`src/hdl/imhq_pkg.sv`:
```
`timescale 1ns / 1ps
`default_nettype none
// ----------------------------------------------------------------------------
// imhq_pkg: shared types and constants
// Sizes, operation and status codes, controller-to-datapath command types.
// ----------------------------------------------------------------------------
package imhq_pkg;
    localparam int CAPACITY   = 64;
    localparam int KEY_BITS   = 16;
    localparam int PAGE_BITS  = 8;
    localparam int SLOT_BITS  = $clog2(CAPACITY + 1);
    localparam int ADDR_BITS  = $clog2(CAPACITY);
    localparam int PAGE_COUNT = 1 << PAGE_BITS;
    localparam int ENTRY_BITS = PAGE_BITS + KEY_BITS;

    localparam logic [1:0] KIND_INSERT   = 2'd0;
    localparam logic [1:0] KIND_EXTRACT  = 2'd1;
    localparam logic [1:0] KIND_INCREASE = 2'd2;

    localparam logic [2:0] ST_OK       = 3'd0;
    localparam logic [2:0] ST_EMPTY    = 3'd1;
    localparam logic [2:0] ST_FULL     = 3'd2;
    localparam logic [2:0] ST_DUP      = 3'd3;
    localparam logic [2:0] ST_ABSENT   = 3'd4;
    localparam logic [2:0] ST_DECREASE = 3'd5;

    // Datapath operation selected by the controller each cycle.
    typedef enum logic [3:0] {
        OP_NONE,
        OP_LATCH,      // capture input fields, position read under way
        OP_LOOKUP,     // capture position, read slot cur or the root
        OP_CHECK,      // capture read entry, read the last slot
        OP_APPEND,     // open a hole at count+1 for the new entry
        OP_SET_KEY,    // load the new key into the cursor entry
        OP_READ_UP,    // read parent of s
        OP_STEP_UP,    // move parent down if smaller
        OP_MOVE_LAST,  // last entry becomes the cursor, drop extracted page
        OP_READ_L,     // read left child
        OP_READ_R,     // read right child
        OP_STEP_DOWN,  // move larger child up if larger than the cursor
        OP_PLACE       // store cursor entry at its final slot
    } t_op;

    typedef struct packed {
        t_op        op;
        logic       done;
        logic [2:0] status;
        logic       key_stored;
        logic       clr_key;
        logic       slot_ok;
        logic       zero_page;
    } t_cmd;

    typedef struct packed {
        logic [1:0] kind;
        logic       present;
        logic       full;
        logic       empty;
        logic       decrease;
        logic       up_more;
        logic       up_swap;
        logic       down_more;
        logic       down_swap;
    } t_stat;
endpackage
`default_nettype wire

```
`src/hdl/indexed_max_heap_queue.sv`:
```
`timescale 1ns / 1ps
`default_nettype none
// ----------------------------------------------------------------------------
// indexed_max_heap_queue: indexed binary max-heap of page identifiers
// Insert, extract-max and key-increase on a 64-entry heap with position table.
// ----------------------------------------------------------------------------
// Usage: raise start with i_kind, i_page_id and i_key; the transaction is
// taken at the rising edge where start is high and busy is low, and the
// fields are captured at that edge. One result follows on o_status,
// o_page_out, o_key_out, o_slot_out and o_count_out, held until the next
// result; o_valid marks it for one cycle. The receiver cannot stall it.
// Insert and key increase sift the entry up level by level, and extract
// sifts the last entry down from the root. o_valid goes high in the same
// cycle that busy falls, and a new transaction may be taken in that same
// cycle. One transaction at a time.
// Reset clears the position valid bits, the entry count and the controller;
// heap memory is left as is, since only slots up to the count are read.
// ----------------------------------------------------------------------------
module indexed_max_heap_queue
    import imhq_pkg::*;
(
    input  wire logic                 i_clk,
    input  wire logic                 i_rst_n,
    input  wire logic                 start,
    output logic                      busy,
    input  wire logic [1:0]           i_kind,
    input  wire logic [PAGE_BITS-1:0] i_page_id,
    input  wire logic [KEY_BITS-1:0]  i_key,
    output logic                      o_valid,
    output logic [2:0]                o_status,
    output logic [PAGE_BITS-1:0]      o_page_out,
    output logic [KEY_BITS-1:0]       o_key_out,
    output logic [SLOT_BITS-1:0]      o_slot_out,
    output logic [SLOT_BITS-1:0]      o_count_out
);
    t_cmd  w_cmd;
    t_stat w_stat;

    imhq_controller u_ctrl (
        .i_clk(i_clk), .i_rst_n(i_rst_n), .start(start), .busy(busy),
        .i_stat(w_stat), .o_cmd(w_cmd)
    );

    imhq_datapath u_dp (
        .i_clk(i_clk), .i_rst_n(i_rst_n), .i_kind(i_kind),
        .i_page_id(i_page_id), .i_key(i_key), .i_cmd(w_cmd), .o_stat(w_stat),
        .o_valid(o_valid), .o_status(o_status), .o_page_out(o_page_out),
        .o_key_out(o_key_out), .o_slot_out(o_slot_out), .o_count_out(o_count_out)
    );
endmodule
`default_nettype wire

```
`src/hdl/imhq_datapath.sv`:
```
`timescale 1ns / 1ps
`default_nettype none
// ----------------------------------------------------------------------------
// imhq_datapath: heap storage and sift datapath
// Heap memory, position table with valid bits, cursor and result registers.
// ----------------------------------------------------------------------------
module imhq_datapath
    import imhq_pkg::*;
(
    input  wire logic                 i_clk,
    input  wire logic                 i_rst_n,
    input  wire logic [1:0]           i_kind,
    input  wire logic [PAGE_BITS-1:0] i_page_id,
    input  wire logic [KEY_BITS-1:0]  i_key,
    input  wire t_cmd                 i_cmd,
    output t_stat                     o_stat,
    output logic                      o_valid,
    output logic [2:0]                o_status,
    output logic [PAGE_BITS-1:0]      o_page_out,
    output logic [KEY_BITS-1:0]       o_key_out,
    output logic [SLOT_BITS-1:0]      o_slot_out,
    output logic [SLOT_BITS-1:0]      o_count_out
);
    // Heap entries, slot s lives at address s-1.
    logic [ENTRY_BITS-1:0] r_heap [CAPACITY];
    logic [SLOT_BITS-1:0]  r_pos [PAGE_COUNT];
    logic [PAGE_COUNT-1:0] r_pos_vld;

    logic [1:0]            r_kind;
    logic [PAGE_BITS-1:0]  r_page;
    logic [KEY_BITS-1:0]   r_key;
    logic [SLOT_BITS-1:0]  r_count, r_s, r_cur;
    logic [SLOT_BITS-1:0]  r_pos_rd;
    logic [ENTRY_BITS-1:0] r_a, r_b, r_rd; // cursor entry, left child, read data

    function automatic logic [ADDR_BITS-1:0] addr(input logic [SLOT_BITS-1:0] s);
        logic [SLOT_BITS-1:0] t;
        t = s - 1'b1;
        return t[ADDR_BITS-1:0];
    endfunction

    logic [SLOT_BITS-1:0]  w_par, w_l, w_r, w_pos_now, w_child_slot;
    logic [KEY_BITS-1:0]   w_ka, w_kb, w_kd;
    logic                  w_has_right, w_right_wins;
    logic [ENTRY_BITS-1:0] w_child;
    assign w_par = r_s >> 1;
    assign w_l   = {r_s[SLOT_BITS-2:0], 1'b0};
    assign w_r   = {r_s[SLOT_BITS-2:0], 1'b1};
    assign w_ka  = r_a[KEY_BITS-1:0];
    assign w_kb  = r_b[KEY_BITS-1:0];
    assign w_kd  = r_rd[KEY_BITS-1:0];
    assign w_pos_now    = r_pos_vld[r_page] ? r_pos_rd : '0;
    assign w_has_right  = (w_r <= r_count);
    // Right child is on r_rd during a down step; left wins a tie.
    assign w_right_wins = w_has_right && (w_kd > w_kb);
    assign w_child      = w_right_wins ? r_rd : r_b;
    assign w_child_slot = w_right_wins ? w_r : w_l;

    always_comb begin
        o_stat.kind      = r_kind;
        o_stat.present   = (r_cur != '0) && (r_cur <= r_count);
        o_stat.full      = (r_count >= SLOT_BITS'(CAPACITY));
        o_stat.empty     = (r_count == '0);
        o_stat.decrease  = (r_key < w_kd);
        o_stat.up_more   = (r_s > SLOT_BITS'(1));
        o_stat.up_swap   = (w_kd < w_ka);
        o_stat.down_more = (r_s <= SLOT_BITS'(CAPACITY / 2)) && (w_l <= r_count);
        o_stat.down_swap = (w_ka < w_child[KEY_BITS-1:0]);
    end

    // Heap memory: one write and one read a cycle.
    logic                  w_we;
    logic [ADDR_BITS-1:0]  w_wa, w_ra;
    logic [ENTRY_BITS-1:0] w_wd;
    // Position table: one write a cycle, one read.
    logic                  w_pwe;
    logic [PAGE_BITS-1:0]  w_pwa;
    logic [SLOT_BITS-1:0]  w_pwd;
    logic                  w_pvld;

    always_comb begin
        w_we = 1'b0; w_wa = addr(r_s); w_wd = r_a;
        w_ra = addr(r_s);
        w_pwe = 1'b0; w_pwa = r_page; w_pwd = r_s; w_pvld = 1'b1;
        case (i_cmd.op)
            OP_LOOKUP: begin
                w_ra = (r_kind == KIND_EXTRACT) ? addr(SLOT_BITS'(1)) : addr(w_pos_now);
            end
            OP_CHECK:     w_ra = addr(r_count);
            OP_READ_UP:   w_ra = addr(w_par);
            OP_STEP_UP: begin
                if (o_stat.up_swap) begin
                    w_we = 1'b1; w_wd = r_rd;
                    w_pwe = 1'b1; w_pwa = r_rd[ENTRY_BITS-1:KEY_BITS];
                end
            end
            OP_MOVE_LAST: begin
                // Drop the extracted page from the position table.
                w_pwe = 1'b1; w_pwa = r_a[ENTRY_BITS-1:KEY_BITS];
                w_pwd = '0; w_pvld = 1'b0;
            end
            OP_READ_L:    w_ra = addr(w_l);
            OP_READ_R:    w_ra = addr(w_r);
            OP_STEP_DOWN: begin
                if (o_stat.down_swap) begin
                    w_we = 1'b1; w_wd = w_child;
                    w_pwe = 1'b1; w_pwa = w_child[ENTRY_BITS-1:KEY_BITS];
                end
            end
            OP_PLACE: begin
                // An emptied heap has nothing left to store.
                if (r_count != '0) begin
                    w_we = 1'b1;
                    w_pwe = 1'b1; w_pwa = r_a[ENTRY_BITS-1:KEY_BITS];
                end
            end
            default: ;
        endcase
    end

    always_ff @(posedge i_clk) begin
        if (w_we) r_heap[w_wa] <= w_wd;
        r_rd <= r_heap[w_ra];
        if (w_pwe) r_pos[w_pwa] <= w_pwd;
        r_pos_rd <= r_pos[i_page_id];
    end

    always_ff @(posedge i_clk) begin
        if (!i_rst_n) begin
            r_pos_vld <= '0;
            r_count   <= '0;
            o_valid   <= 1'b0;
        end else begin
            o_valid <= i_cmd.done;
            if (w_pwe) r_pos_vld[w_pwa] <= w_pvld;
            case (i_cmd.op)
                OP_APPEND:    r_count <= r_count + 1'b1;
                OP_MOVE_LAST: r_count <= r_count - 1'b1;
                default: ;
            endcase
        end
    end

    always_ff @(posedge i_clk) begin
        case (i_cmd.op)
            OP_LATCH: begin
                r_kind <= i_kind; r_page <= i_page_id; r_key <= i_key;
            end
            OP_LOOKUP: begin
                r_cur <= w_pos_now; r_s <= w_pos_now;
            end
            OP_CHECK:  r_a <= r_rd;
            OP_APPEND: begin
                r_s <= r_count + 1'b1; r_a <= {r_page, r_key};
            end
            OP_SET_KEY: r_a <= {r_page, r_key};
            OP_STEP_UP: begin
                if (o_stat.up_swap) r_s <= w_par;
            end
            OP_MOVE_LAST: begin
                // Hold the extracted entry for the result; last entry sifts down.
                r_page <= r_a[ENTRY_BITS-1:KEY_BITS]; r_key <= r_a[KEY_BITS-1:0];
                r_a <= r_rd; r_s <= SLOT_BITS'(1);
            end
            OP_READ_R: r_b <= r_rd;
            OP_STEP_DOWN: begin
                if (o_stat.down_swap) r_s <= w_child_slot;
            end
            default: ;
        endcase
    end

    // Result registers.
    always_ff @(posedge i_clk) begin
        if (i_cmd.done) begin
            o_status    <= i_cmd.status;
            o_page_out  <= i_cmd.zero_page ? '0 : r_page;
            o_key_out   <= i_cmd.clr_key ? '0 : (i_cmd.key_stored ? w_kd : r_key);
            o_slot_out  <= i_cmd.slot_ok ? r_s : '0;
            o_count_out <= r_count;
        end
    end
endmodule
`default_nettype wire

```
`src/hdl/imhq_controller.sv`:
```
`timescale 1ns / 1ps
`default_nettype none
// ----------------------------------------------------------------------------
// imhq_controller: operation sequencer
// Steps the datapath through lookup, checks and the sift loops.
// ----------------------------------------------------------------------------
module imhq_controller
    import imhq_pkg::*;
(
    input  wire logic i_clk,
    input  wire logic i_rst_n,
    input  wire logic start,
    output logic      busy,
    input  t_stat     i_stat,
    output t_cmd      o_cmd
);
    typedef enum logic [3:0] {
        S_IDLE, S_LOOK, S_CHECK, S_APPEND, S_SET, S_UP_RD, S_UP_STEP,
        S_EX_MOVE, S_DN_L, S_DN_R, S_DN_STEP, S_PLACE
    } t_state;

    t_state r_state, n_state;

    always_comb begin
        o_cmd = '0;
        o_cmd.op = OP_NONE;
        n_state = r_state;
        case (r_state)
            S_IDLE: begin
                if (start) begin
                    o_cmd.op = OP_LATCH;
                    n_state = S_LOOK;
                end
            end
            S_LOOK: begin
                o_cmd.op = OP_LOOKUP;
                n_state = S_CHECK;
            end
            S_CHECK: begin
                o_cmd.op = OP_CHECK;
                n_state = S_IDLE;
                case (i_stat.kind)
                    KIND_INSERT: begin
                        if (i_stat.present) begin
                            o_cmd.done = 1'b1; o_cmd.status = ST_DUP;
                            o_cmd.key_stored = 1'b1;
                        end else if (i_stat.full) begin
                            o_cmd.done = 1'b1; o_cmd.status = ST_FULL;
                            o_cmd.clr_key = 1'b1;
                        end else begin
                            n_state = S_APPEND;
                        end
                    end
                    KIND_EXTRACT: begin
                        if (i_stat.empty) begin
                            o_cmd.done = 1'b1; o_cmd.status = ST_EMPTY;
                            o_cmd.clr_key = 1'b1; o_cmd.zero_page = 1'b1;
                        end else begin
                            n_state = S_EX_MOVE;
                        end
                    end
                    KIND_INCREASE: begin
                        if (!i_stat.present) begin
                            o_cmd.done = 1'b1; o_cmd.status = ST_ABSENT;
                            o_cmd.clr_key = 1'b1;
                        end else if (i_stat.decrease) begin
                            o_cmd.done = 1'b1; o_cmd.status = ST_DECREASE;
                            o_cmd.key_stored = 1'b1;
                        end else begin
                            n_state = S_SET;
                        end
                    end
                    default: begin
                        // Unused kind: report ok and change nothing.
                        o_cmd.done = 1'b1; o_cmd.status = ST_OK;
                        o_cmd.clr_key = 1'b1;
                    end
                endcase
            end
            S_APPEND: begin
                o_cmd.op = OP_APPEND;
                n_state = S_UP_RD;
            end
            S_SET: begin
                o_cmd.op = OP_SET_KEY;
                n_state = S_UP_RD;
            end
            S_UP_RD: begin
                if (i_stat.up_more) begin
                    o_cmd.op = OP_READ_UP;
                    n_state = S_UP_STEP;
                end else begin
                    n_state = S_PLACE;
                end
            end
            S_UP_STEP: begin
                o_cmd.op = OP_STEP_UP;
                n_state = i_stat.up_swap ? S_UP_RD : S_PLACE;
            end
            S_EX_MOVE: begin
                o_cmd.op = OP_MOVE_LAST;
                n_state = S_DN_L;
            end
            S_DN_L: begin
                if (i_stat.down_more) begin
                    o_cmd.op = OP_READ_L;
                    n_state = S_DN_R;
                end else begin
                    n_state = S_PLACE;
                end
            end
            S_DN_R: begin
                o_cmd.op = OP_READ_R;
                n_state = S_DN_STEP;
            end
            S_DN_STEP: begin
                o_cmd.op = OP_STEP_DOWN;
                n_state = i_stat.down_swap ? S_DN_L : S_PLACE;
            end
            S_PLACE: begin
                o_cmd.op = OP_PLACE;
                o_cmd.done = 1'b1; o_cmd.status = ST_OK;
                o_cmd.slot_ok = (i_stat.kind != KIND_EXTRACT);
                n_state = S_IDLE;
            end
            default: n_state = S_IDLE;
        endcase
    end

    always_ff @(posedge i_clk) begin
        if (!i_rst_n) r_state <= S_IDLE;
        else          r_state <= n_state;
    end
    assign busy = (r_state != S_IDLE);
endmodule
`default_nettype wire
```
`config.mk`:
```
export PLATFORM = sky130hd
export DESIGN_NAME = indexed_max_heap_queue
export DESIGN_NICKNAME = d
export VERILOG_FILES = /design/src/hdl/imhq_pkg.sv /design/src/hdl/indexed_max_heap_queue.sv /design/src/hdl/imhq_datapath.sv /design/src/hdl/imhq_controller.sv
export SDC_FILE = /design/constraint.sdc
export NUM_CORES = 2
export LEC_CHECK = 0
export ABC_AREA = 1
export BUFFER_PORTS_ARGS = -buffer_cell sky130_fd_sc_hd__buf_2
export CORE_MARGIN = 2
export CORE_UTILIZATION = 45
export DETAILED_ROUTE_END_ITERATION = 6
export PLACE_DENSITY = 0.7
export SETUP_SLACK_MARGIN = 0.05
export SYNTH_ARGS = -nofsm -noshare
export SYNTH_HDL_FRONTEND = slang
export SYNTH_SLANG_ARGS = --single-unit
```
`constraint.sdc`:
```
create_clock -name i_clk -period 22.5 [get_ports i_clk]
set_clock_uncertainty 0.05 [all_clocks]
set_input_delay 2.25 -clock i_clk [delete_from_list [all_inputs] [get_ports i_clk]]
set_output_delay 2.25 -clock i_clk [all_outputs]
set_load 0.1 [all_outputs]
```
# == After elaboration in Yosys (flattened, before gate mapping) ==
# Memories as Yosys holds them, arrays and structs flattened. A register that Yosys moved wholly into a read port is not among the register bits.
# Index checks and enable logic that the tools add are counted.
# op_classes
add_sub_neg,7
n_lt_le_gt_ge,13
n_eq_ne,29
reduce_logical,18
muxes,71
# ops
operator,n
$bwmux 256,1
$pmux 24 s2,2
$mux 24,3
$lt 16x16->1,3
$pmux 4 s12,1
$mux 4,10
$pmux 4 s10,1
$eq 4x4->1 const B,9
$pmux 7 s5,1
$eq 4x3->1 const B,8
$pmux 16 s2,1
$pmux 8 s4,1
$pmux 6 s5,1
$sub 6x1->6 const B,5
$mux 7,4
$mux 8,3
$pmux 4 s3,2
$le 7x7->1,3
$mux 1,21
$lt 8x9->1 const B,2
$eq 4x2->1 const B,4
$gt 16x16->1,1
$mux 16,1
$pmux 8 s2,1
other kinds (32),49
# totals
out_inout_bits,43
mem_count,2
mem_bits_rw,3328
in_bits,29
word_cells,156
reg_bits,397
# memory_table
name,depth,word_bits,rd,rd_ports_with_merged_regs,wr,line_no,source
u_dp.r_pos,256,7,1,1,1,imhq_datapath.sv:26,logic [SLOT_BITS-1:0] r_pos [PAGE_COUNT];
u_dp.r_heap,64,24,1,1,1,imhq_datapath.sv:25,logic [ENTRY_BITS-1:0] r_heap [CAPACITY];

# == Depth between registers and ports, before layout ==
# depth
depth_word,11
depth_mapped,38
mapped_depth_nobuf,35

# == Cells and area by module ==
# From an unflattened synthesis, not the netlist that was laid out.
# hier_totals
hier_cells,14658
hier_area_um2,160254.9
# modules_own_cells
mod,area_per_inst_um2,n_inst,cells_each
imhq_datapath,159737.0,1,14555
imhq_controller,518.0,1,103

# == Least setup slack after synthesis ==
# OpenSTA, ideal clock, no wires.
# synth_path
path_type,reg-to-reg
startpoint,reg u_ctrl.r_state[2]
endpoint,mem u_dp.r_pos[0][0] in the netlist's numbering (data pin)
arrival_time_ns,7.136
path_stages_with_launch,9
path_slack_ns,13.921
synth_period_minus_slack_ns,8.579
setup_time_ns,1.393
path_cell_list,dfxtp_1 -> inv_1 -> nor2_1 -> inv_1 -> nor2_1 -> clkbuf_1 -> clkbuf_1 -> clkbuf_1 -> nor2_1
# synth_between
elab_chain_cells,4
# synth_lines
element,line_no,source
start: declaration,imhq_controller.sv:22,"t_state r_state, n_state;"
start signal: assignment,imhq_controller.sv:132,else r_state <= n_state;
"$eq 4x4->1, or another cell as far along",imhq_controller.sv:28,case (r_state)
$pmux 4 s12 (*),imhq_controller.sv:28,
$eq 4x4->1 (*),imhq_datapath.sv:85,case (i_cmd.op)
$mux 7 (*),imhq_datapath.sv:85,
net u_dp.w_pwd[0],imhq_datapath.sv:78,logic [SLOT_BITS-1:0] w_pwd;
end: declaration,imhq_datapath.sv:26,
# The timed path passes the listed nets; every way through them passes the cells marked *.

# == Worst setup path after layout ==
# layout_path
startpoint,reg u_dp.r_page[0]
endpoint,"reg u_dp.r_rd[15], read port of u_dp.r_heap"
# layout_between
elab_chain_cells,6
# layout_lines
element,line_no,source
start: declaration,imhq_datapath.sv:30,logic [PAGE_BITS-1:0] r_page;
start signal: assignment,imhq_datapath.sv:147,r_kind <= i_kind; r_page <= i_page_id; r_key <= i_key;
start signal: assignment,imhq_datapath.sv:162,r_page <= r_a[ENTRY_BITS-1:KEY_BITS]; r_key <= r_a[KEY_BITS-1:0];
$bmux 1 s8,imhq_datapath.sv:52,assign w_pos_now = r_pos_vld[r_page] ? r_pos_rd : '0;
$mux 1 (not written as such),imhq_datapath.sv:52,
$mux 7,imhq_datapath.sv:52,
$sub 6x1->6,imhq_datapath.sv:38,t = s - 1'b1;
$mux 6,imhq_datapath.sv:87,w_ra = (r_kind == KIND_EXTRACT) ? addr(SLOT_BITS'(1)) : addr(w_pos_now);
$pmux 6 s5,imhq_datapath.sv:85,
end: declaration,imhq_datapath.sv:34,"logic [ENTRY_BITS-1:0] r_a, r_b, r_rd;"
# No other way between the ends. The select of a mux whose other input is x is not followed.
# A chain may end at the register's enable or synchronous reset.

==> results by stage <==
Run status:
- The run finished with clean final reports.

Yosys:
- A synthesized cell averages 11.0 um^2.
- Counting flops with a built-in enable in the synthesized netlist gives 3457.
- Synthesis produced 14600 cells.
- The area of the mapped netlist is 160000 um^2.
- The Yosys step of the flow raised 0 warnings.
- The most used flip-flop cell after synthesis is sky130_fd_sc_hd__edfxtp_1.
- The portion of the post-synthesis area used by sequential elements is 68.5%.
- The number of storage elements in the synthesis netlist is ~3800.
- In this run, distinct cell masters in the synthesized netlist total 60.
- The share of flip-flops with an asynchronous set or reset after synthesis is 0%.
- The number of nets in the synthesized netlist is 14700.

Cells and area:
- The sequential cells in the finished layout cover a total of between 100000 and 150000 um^2.
- Cells fill 50.0% of the core in the end.
- The filler cell count is ~31000.
- The area added between synthesis and finish is 10.7%.
- The multi-input gate area in the final layout is 43900 um^2.
- The number of nets in the final layout is between 10000 and 15000.
- Cells with a size suffix above 1 make up 7.69% of the layout.

Setup path:
- The worst-path cell with the longest stage delay is sky130_fd_sc_hd__buf_4.
- The arrival time reported for the critical path endpoint is 9.34 ns.
- On the worst path, the slowest cell contributes a delay of 0.76 ns.
- The worst path required time is 23.23 ns.
- Along the worst path, the maximum fanout reaches a little under 200.
- Among the stages of the critical path, the cell type that occurs most often is sky130_fd_sc_hd__nand3_1.
- STA classifies the critical path endpoint as a register.
- The critical path class is register to register.
- STA classifies the critical path startpoint as a register.

Power and ir drop:
- VDD sags by at most 0.0925 mV.
- Dividing total power by cell area gives a power density of about 97 nW/um^2.
- The analysis attributes to cell leakage a power of roughly 62 nW.
- The power after layout is between 15 and 20 mW.

Route:
- The sum of routed wire length over all layers is between 400000 and 500000 um.
- The via density per instance is 5.92.
- The count of nets left with antenna violations once routing finished came out at 0.
- For this block, the initial DRC count from the detailed router was 16800.
- After detailed routing, the number of remaining DRC violations is 0.
- For this run, the detailed router's first-pass iteration total came to 7.
- The detailed-route wire length per cell is 24.7 um.
- The total number of vias is about 110k.

STA:
- At the pin with the least slew margin, the transition time is approximately 1.3 ns.
- The total count of max-transition violations in the final report is 0.
- The worst path meets setup with ~14 ns of slack.
- Summed over all failing endpoints, the final setup total negative slack is 0 ns.
- The worst slew margin relative to its limit is 10.5%.
- The final hold slack is 0.406 ns.
- The final-report hold violation count is 0.
- The achievable clock frequency is between 100 and 150 MHz.
- The minimum period implied by the final worst setup slack is 8.61 ns.
- The share of the clock period used by the worst path after layout is 38.3%.
- Setup repair after global routing left no endpoint under its margin.
- Setup violations remaining at the end of the flow were counted as 0.

Floorplan:
- The area of the die is 361000 um^2.
- The count of pins on the block boundary is 72.
- The floorplan core area is 355000 um^2.
- The initial cell density of the core is 45.1%.
- The vertical extent of the die is about 600 um.
- The horizontal die dimension is 601 um.
- The number of cell rows is 219.

Clock tree:
- The number of sinks driven by the clock tree is approximately 3800.
- TritonCTS built the clock tree.
- Clock tree synthesis selected as its root buffer the cell sky130_fd_sc_hd__clkbuf_16.
- The clock latency of the later-clocked register in the worst-skew pair is 0.97 ns.
- The post-CTS setup buffer count is 0.
- Buffers inserted to repair hold after CTS numbered 0.
- The maximum level of the CTS H-tree is 5.
- Clock-pin slew was measured on the worst setup and hold paths at 0.06 ns.
- In this run, post-CTS repair resized a total of 0 instances.
- The number of buffers inserted during clock tree synthesis is 375.
- The clock passes through at most 4 buffers.

Global route:
- The initial antenna violation count is 20.
- The total routing usage reported by global routing is roughly a quarter.
- The largest net degree at the start of global routing is 199.
- The number of global-route vias before repair is approximately 110k.
- The first-pass GRT wire length is approximately 700000 um.
- The total overflow left after global routing is 0.

Placed design:
- The detailed placement HPWL is between 200000 and 300000 um.
- The placement-stage worst setup slack is 14.43 ns.
- The global placement routability congestion is 0.945.
- The number of port buffers is 71.

Run:
- The number of max-cap violations is 0.

Hold path:
- The worst min-delay path class is register to register.
[path summary, 6_finish.rpt]
path                                       to  depth (start not counted)      startpoint  slack (ns)
worst max-delay path            u_dp.r_rd[15]                         26  u_dp.r_page[0]       13.89
worst min-delay path              u_dp.r_b[0]                          0    u_dp.r_rd[0]        0.41
worst max register to register  u_dp.r_rd[15]                         26  u_dp.r_page[0]       13.89
worst min register to register    u_dp.r_b[0]                          0    u_dp.r_rd[0]        0.41
[logic make-up (layout without fill, tap and decap cells)]
family | Yosys count | in the layout | synth area share (%)
AOI/OAI and AO/OA | 2149 | 2149 | 7.50
xor gates and xnor gates | 12 | 12 | 0.0656
adders and majority gates | 82 | 82 | 0.640
buffers and inverters | 1810 | 1795 | 4.53
DFF | 3756 | 3756 | 68.5
muxes | 7 | 7 | 0.0437
other | 0 | 13 | 0
and+or+nand+nor | 6783 | 6783 | 18.7
[registers in the layout, summed over array words and instances (netlist names), 8 cells and up]
signal           cells
u_dp.r_pos        1792
u_dp.r_key          16
u_dp.o_page_out      8
u_dp.r_heap       1536
u_dp.o_key_out      16
u_dp.r_pos_vld     256
u_dp.r_page          8
u_dp.r_a            24
u_dp.r_rd           24
u_dp.r_b            24
[report_power, final]
group	internal [mW]	switching, mW	total [mW]	leakage, nW
logic	0.736	2.34	3.08	22.4
registers	7.79	0.0926	7.88	33.6
clock network	3.61	2.72	6.33	6.00
total	12.1	5.15	17.3	62.0
[layout by cell type, fill, tap and decap left out, types with 107 or more instances in the layout]
| master | Yosys | layout |
|---|---|---|
| sky130_fd_sc_hd__nand2_1 | 2160 | 2159 |
| sky130_fd_sc_hd__clkbuf_16 | 0 | 379 |
| sky130_fd_sc_hd__nor2_2 | 44 | 107 |
| sky130_fd_sc_hd__o22ai_1 | 552 | 552 |
| sky130_fd_sc_hd__nand3b_1 | 432 | 432 |
| sky130_fd_sc_hd__o21ai_0 | 1248 | 1246 |
| sky130_fd_sc_hd__a21oi_1 | 171 | 171 |
| sky130_fd_sc_hd__inv_1 | 742 | 729 |
| sky130_fd_sc_hd__buf_4 | 19 | 247 |
| sky130_fd_sc_hd__nor2_1 | 2022 | 1946 |
| sky130_fd_sc_hd__edfxtp_1 | 3457 | 3457 |
| sky130_fd_sc_hd__dfxtp_1 | 299 | 299 |
| sky130_fd_sc_hd__nand3_1 | 2040 | 2040 |
[metal layers]
metal / routed length (um) / GRT usage [%]
met5: 41 / 0
met4: 27500 / 13.4
met3: 49200 / 4.74
met2: 219000 / 39.9
met1: 182000 / 33.8
[per-stage QoR]
stage,instance area [um^2],std cells
6_report,178000,19300
3_3_place_gp,165000,18600
3_5_place_dp,165000,18600
2_1_floorplan,160000,14600
5_1_grt,177000,19300
4_1_cts,177000,19300
[layout make-up]
| type | instances | share of cell area (%) |
|---|---|---|
| antenna | 13 | 0.0183 |
| sequential | 3756 | 61.9 |
| multi-input combinational | 9033 | 24.7 |
| clock inverter | 225 | 1.33 |
| tap | 4751 | 3.35 |
| inverter | 772 | 1.66 |
| timing repair buffer | 335 | 1.47 |
| clock buffer | 463 | 5.61 |
[cell usage after synthesis (9+ instances only)]
cell                       instances  area, um^2
sky130_fd_sc_hd__nand2_1        2160        8110
sky130_fd_sc_hd__o22ai_1         552        3450
sky130_fd_sc_hd__nand4_1          19         119
sky130_fd_sc_hd__clkinv_1          9        33.8
sky130_fd_sc_hd__nor2_2           44         275
sky130_fd_sc_hd__o211ai_1         42         315
sky130_fd_sc_hd__clkbuf_1        630        2360
sky130_fd_sc_hd__buf_4            19         143
sky130_fd_sc_hd__dfxtp_1         299        5990
sky130_fd_sc_hd__nand3b_1        432        3240
sky130_fd_sc_hd__inv_1           742        2790
sky130_fd_sc_hd__xor2_1           11        96.3
sky130_fd_sc_hd__nor2_1         2022        7590
sky130_fd_sc_hd__inv_2            21        78.8
sky130_fd_sc_hd__o221ai_1         37         324
sky130_fd_sc_hd__a21oi_1         171         856
sky130_fd_sc_hd__nor3_1           12        60.1
sky130_fd_sc_hd__o32ai_1          26         228
sky130_fd_sc_hd__a221oi_1         11        96.3
sky130_fd_sc_hd__nand2_2          29         181
sky130_fd_sc_hd__edfxtp_1       3457      104000
sky130_fd_sc_hd__nand3_1        2040       10200
sky130_fd_sc_hd__o21ai_0        1248        6250
sky130_fd_sc_hd__a211oi_1         19         143
sky130_fd_sc_hd__buf_1           112         420
sky130_fd_sc_hd__buf_2           270        1350
sky130_fd_sc_hd__ha_1             82        1030
[worst max-delay path, delay by kind of cell (launching register included)]
| kind | cells | cell delay (ns) |
|---|---|---|
| buf+inv | 5 | 3.22 |
| flops | 1 | 0.39 |
| simple gates | 21 | 3.88 |
No activity file was read; power rests on OpenSTA's default activity.
